### config.mk
export PLATFORM = sky130hd
export DESIGN_NAME = ppfm_cmp
export DESIGN_NICKNAME = d
export VERILOG_FILES = /design/src/rtl/ppfm_pkg.sv /design/src/rtl/ppfm_cmp.sv
export SDC_FILE = /design/constraint.sdc
export NUM_CORES = 1
export LEC_CHECK = 0
export BUFFER_PORTS_ARGS = -buffer_cell sky130_fd_sc_hd__buf_2
export CAP_MARGIN = 10
export CORE_MARGIN = 1
export CORE_UTILIZATION = 54
export DETAILED_ROUTE_END_ITERATION = 16
export PLACE_DENSITY = 0.81
export SLEW_MARGIN = 20
export SYNTH_ARGS = -nofsm -noshare
export SYNTH_HDL_FRONTEND = slang
export SYNTH_SLANG_ARGS = --single-unit
export TNS_END_PERCENT = 30
### constraint.sdc
create_clock -name vclk -period 3.3
set_input_delay 0 -clock vclk [all_inputs]
set_output_delay 0 -clock vclk [all_outputs]
set_load 0.05 [all_outputs]
### src/rtl/ppfm_pkg.sv
// shared constants, types and codes of the pin pair fault monitor
package ppfm_pkg;

  localparam int PIN_COUNT   = 20;
  localparam int SAMPLE_BITS = 12;

  localparam int PAIR_SLOTS = PIN_COUNT * PIN_COUNT;
  localparam int SLOT_W     = $clog2(PAIR_SLOTS);

  localparam int ACT_W  = 2;
  localparam int PIN_W  = 5;
  localparam int RAW_W  = 12;
  localparam int TOL_W  = 12;
  localparam int THR_W  = 8;
  localparam int CNT_W  = 8;
  localparam int TOT_W  = 16;
  localparam int CMP_W  = (SAMPLE_BITS > TOL_W) ? SAMPLE_BITS : TOL_W;
  localparam int BASE_W = 8 * SAMPLE_BITS;

  localparam int CFG_IDX_W  = 1;
  localparam int CFG_DATA_W = 12;

  localparam logic [TOT_W-1:0] TOTAL_MAX = {TOT_W{1'b1}};

  localparam logic [TOL_W-1:0] TOL_RESET = TOL_W'(100);
  localparam logic [THR_W-1:0] THR_RESET = THR_W'(50);

  // action codes
  localparam logic [ACT_W-1:0] ACT_BASE  = 2'd0;
  localparam logic [ACT_W-1:0] ACT_TEST  = 2'd1;
  localparam logic [ACT_W-1:0] ACT_REARM = 2'd2;

  // register indexes
  localparam logic [CFG_IDX_W-1:0] CFG_TOL = 1'd0;
  localparam logic [CFG_IDX_W-1:0] CFG_THR = 1'd1;

  typedef logic [SAMPLE_BITS-1:0] sample_t;
  // even entries pin a, odd entries pin b, drive states in order
  typedef sample_t [7:0] sample_set_t;

  typedef struct packed {
    logic [ACT_W-1:0] action;
    logic [PIN_W-1:0] pin_a;
    logic [PIN_W-1:0] pin_b;
    logic [RAW_W-1:0] a_both_low;
    logic [RAW_W-1:0] b_both_low;
    logic [RAW_W-1:0] a_a_high;
    logic [RAW_W-1:0] b_a_high;
    logic [RAW_W-1:0] a_b_high;
    logic [RAW_W-1:0] b_b_high;
    logic [RAW_W-1:0] a_both_high;
    logic [RAW_W-1:0] b_both_high;
  } in_item_t;

  typedef struct packed {
    logic             pair_fault;
    logic [CNT_W-1:0] pair_count;
    logic [TOT_W-1:0] total_count;
    logic             trip;
    logic             tripped;
  } out_item_t;

endpackage

### src/rtl/ppfm_cmp.sv
// tolerance check of eight readings against their baselines
module ppfm_cmp (
  input  ppfm_pkg::sample_set_t          rd,
  input  ppfm_pkg::sample_set_t          base,
  input  logic [ppfm_pkg::TOL_W-1:0]     tol,
  output logic                           fault
);
  import ppfm_pkg::*;

  sample_t    diff [8];
  logic [7:0] over;

  always_comb begin
    for (int k = 0; k < 8; k++) begin
      diff[k] = (rd[k] > base[k]) ? (rd[k] - base[k]) : (base[k] - rd[k]);
      over[k] = CMP_W'(diff[k]) > CMP_W'(tol);
    end
  end

  assign fault = |over;

endmodule

==> metrics.md <==
| Metric | Value |
|---|---|
| Outcome | finished, violations left |
| Failing checks | setup timing |
| Mapped Area | 10900 sq um |
| Initial Utilization | 0.555 |
| Ranking of synthesized cells by area | ha_1, inv_1, a21oi_1 |
| Synth Net Count | 2018 |
| Synth top area share | 0.321 |
| Worst Hold Class | input pin to primary output |
| Max IR drop VDD | 0.000102 V |
| Core Area | 19700 sq um |
| First-pass GRT wire length | 50400 um |
| Post-Route WL | 32200 um |
| Final hold viol count | 0 |
| Fmax | 259 MHz |
| Final Net Count | 2437 |
| Seq/Total Area, Yosys | 0 |
| Routed vias | 12300 |
| Placed Area | 14000 sq um |
| Crit. End Element | primary output |
| Cts-stage hold buffer count | 0 |
| Routed Antenna Nets | 0 |
| Critical Path RT | 3.30 ns |
| Die span in x | 144 um |
| CP startpoint | rd[72] |
| Die Ht | 144 um |
| Period utilisation layout | 1.17 |
| HPWL after DPL | 27400 um |
| Syn Area/Cell | 7.19 sq um |
| Total track usage | 0.292 |
| CP max FO | 3 |
| Synth area leader | ha_1 |
| PortBufs | 205 |
| Die ar. | 20800 sq um |
| Setup crit start kind | input pin |
| Min Tclk post-route | 3.87 ns |
| Static leakage | 0.00796 uW |
| Final core utilization | 0.722 |
| Fin area | 14200 sq um |
| Ys Warns | 0 |
| Largest net degree at the start of global routing | 12 |
| PD cells | 226 nW/um^2 |
| Core Rows | 51 |
| Non-Filler Instances | 2209 |
| Number of detailed-routing iterations run before antenna repair | 5 |
| Distinct cells, synth | 67 |
| Via density per instance | 5.57 |
| Max-slew headroom | 0.594 |
| Placed cell count | 2196 |
| Fill cells | 1595 |
| Area grow syn2layout | 30.1% |
| Clock buffer count | 0 |
| Seq_cells | 0 |
| Congestion Overflow GR | 0 |
| Ports | 205 |
| Initial antenna violation count | 9 |
| Post-synthesis cell count | 1518 |
| Pre-CTS setup slack | -0.706 ns |
| Worst-Margin Slew | 0.608 ns |
| Unrepaired setup endpoints after global routing | yes |
| Register Area | 0 sq um |
| Vias in the first global route | 11700 |
| Multi-input logic area | 9890 sq um |
| Drt drc | 0 |
| Final setup violation count | 1 |
| DR iter-0 viols | 727 |
| Slew Limit Fails | 0 |
| Critical path type | input pin to primary output |
| Routability cong. | 0.922 |
| Worst setup margin | -0.565 ns |
| Worst endpoint data arrival time | 3.87 ns |
| HP Start | base[24] |
| Max-capacitance violation count | 0 |
| Share of cells above drive strength 1 | 0.268 |
| WL per Instance | 14.6 um |
## metal layers
| layer | track usage | wire (um) |
|---|---|---|
| met1 | 0.342 | 13500 |
| met2 | 0.548 | 16000 |
| met3 | 0.0126 | 1400 |
| met4 | 0.127 | 1260 |
| met5 | 0 | 0 |
## kinds of logic (layout without fill, tap and decap cells)
family,count (synthesis),in the layout,synth area share
simple gates,315,315,0.142
mux,85,85,0.0805
fa+ha+maj,296,296,0.350
compound gates,457,457,0.257
xor+xnor,80,80,0.0642
other cells,0,9,0
buf+inv,285,702,0.106
## per-stage QoR
| stage | hold slack (ns) | power [uW] | TNS [ns] |
|---|---|---|---|
| floorplan | 0.769 | 2000 | -0.0955 |
| global placement | 1.19 | 2940 | -0.691 |
| detailed placement | 1.19 | 3080 | -0.706 |
| CTS | 1.10 | 3120 | -0.589 |
| global route | 1.15 | 3540 | -0.710 |
| finish | 1.14 | 3210 | -0.565 |
## worst paths after layout
path | end | slack, ns | depth (start not counted)
worst max-delay path | fault | -0.57 | 19
worst min-delay path | fault | 1.14 | 7
## cell usage in the layout, fill, tap and decap left out, types with 13 or more instances in the layout
master    count
nor2_1       77
o21bai_1     24
a21o_1       51
xor2_1       38
nand3_1      29
a211oi_1     24
o21a_1       17
inv_1       225
a21oi_1     163
buf_2       202
nand2_1      81
nand4_1      37
o211ai_1     21
xnor2_1      41
buf_4       266
fa_1         13
nand2b_1     44
ha_1        277
o21ai_0      95
mux2i_1      71
## where the power goes
| part | total [uW] | internal (uW) | switching (uW) |
|---|---|---|---|
| Sequential | 0 | 0 | 0 |
| Combinational | 3210 | 1570 | 1640 |
| Clock | 0.000365 | 0.000365 | 0 |
| Total | 3210 | 1570 | 1640 |
## synth_stat cells (28+ instances only)
cell      instances
o21ai_0          95
xor2_1           38
a211oi_1         28
nor2_1           78
nand2_1          81
nand4_1          37
ha_1            280
xnor2_1          42
nand2b_1         44
inv_1           228
a21o_1           51
nand3_1          29
mux2i_1          75
buf_2            29
a21oi_1         168
## timing repair
item	in CTS	in global routing
gates resized for setup	18	14
setup endpoints to repair	1	1
hold endpoints to repair	0	0
pin swaps	14	21
buffers inserted	2	2
## worst max-delay path: stages
cell and delay, ns:
buf_8 0.11, inv_4 0.05, ha_4 0.12, inv_2 0.03
fa_2 0.36, a211oi_4 0.25, o211ai_1 0.19, a21oi_2 0.22
or2_1 0.17, buf_6 0.12, mux2i_1 0.20, xor2_1 0.21
ha_1 0.30, nand4_1 0.17, a21oi_1 0.06, a2111o_1 0.39
a222oi_1 0.35, nand4_1 0.30, buf_6 0.25
## cell type report
type / count / share of cell area
Timing Repair Buffer: 474 / 0.218
Antenna cell: 9 / 0.00159
Tap cell: 265 / 0.0234
Inverter: 228 / 0.0605
Multi-Input combinational cell: 1233 / 0.697
Power figures use the tool's default switching activity.
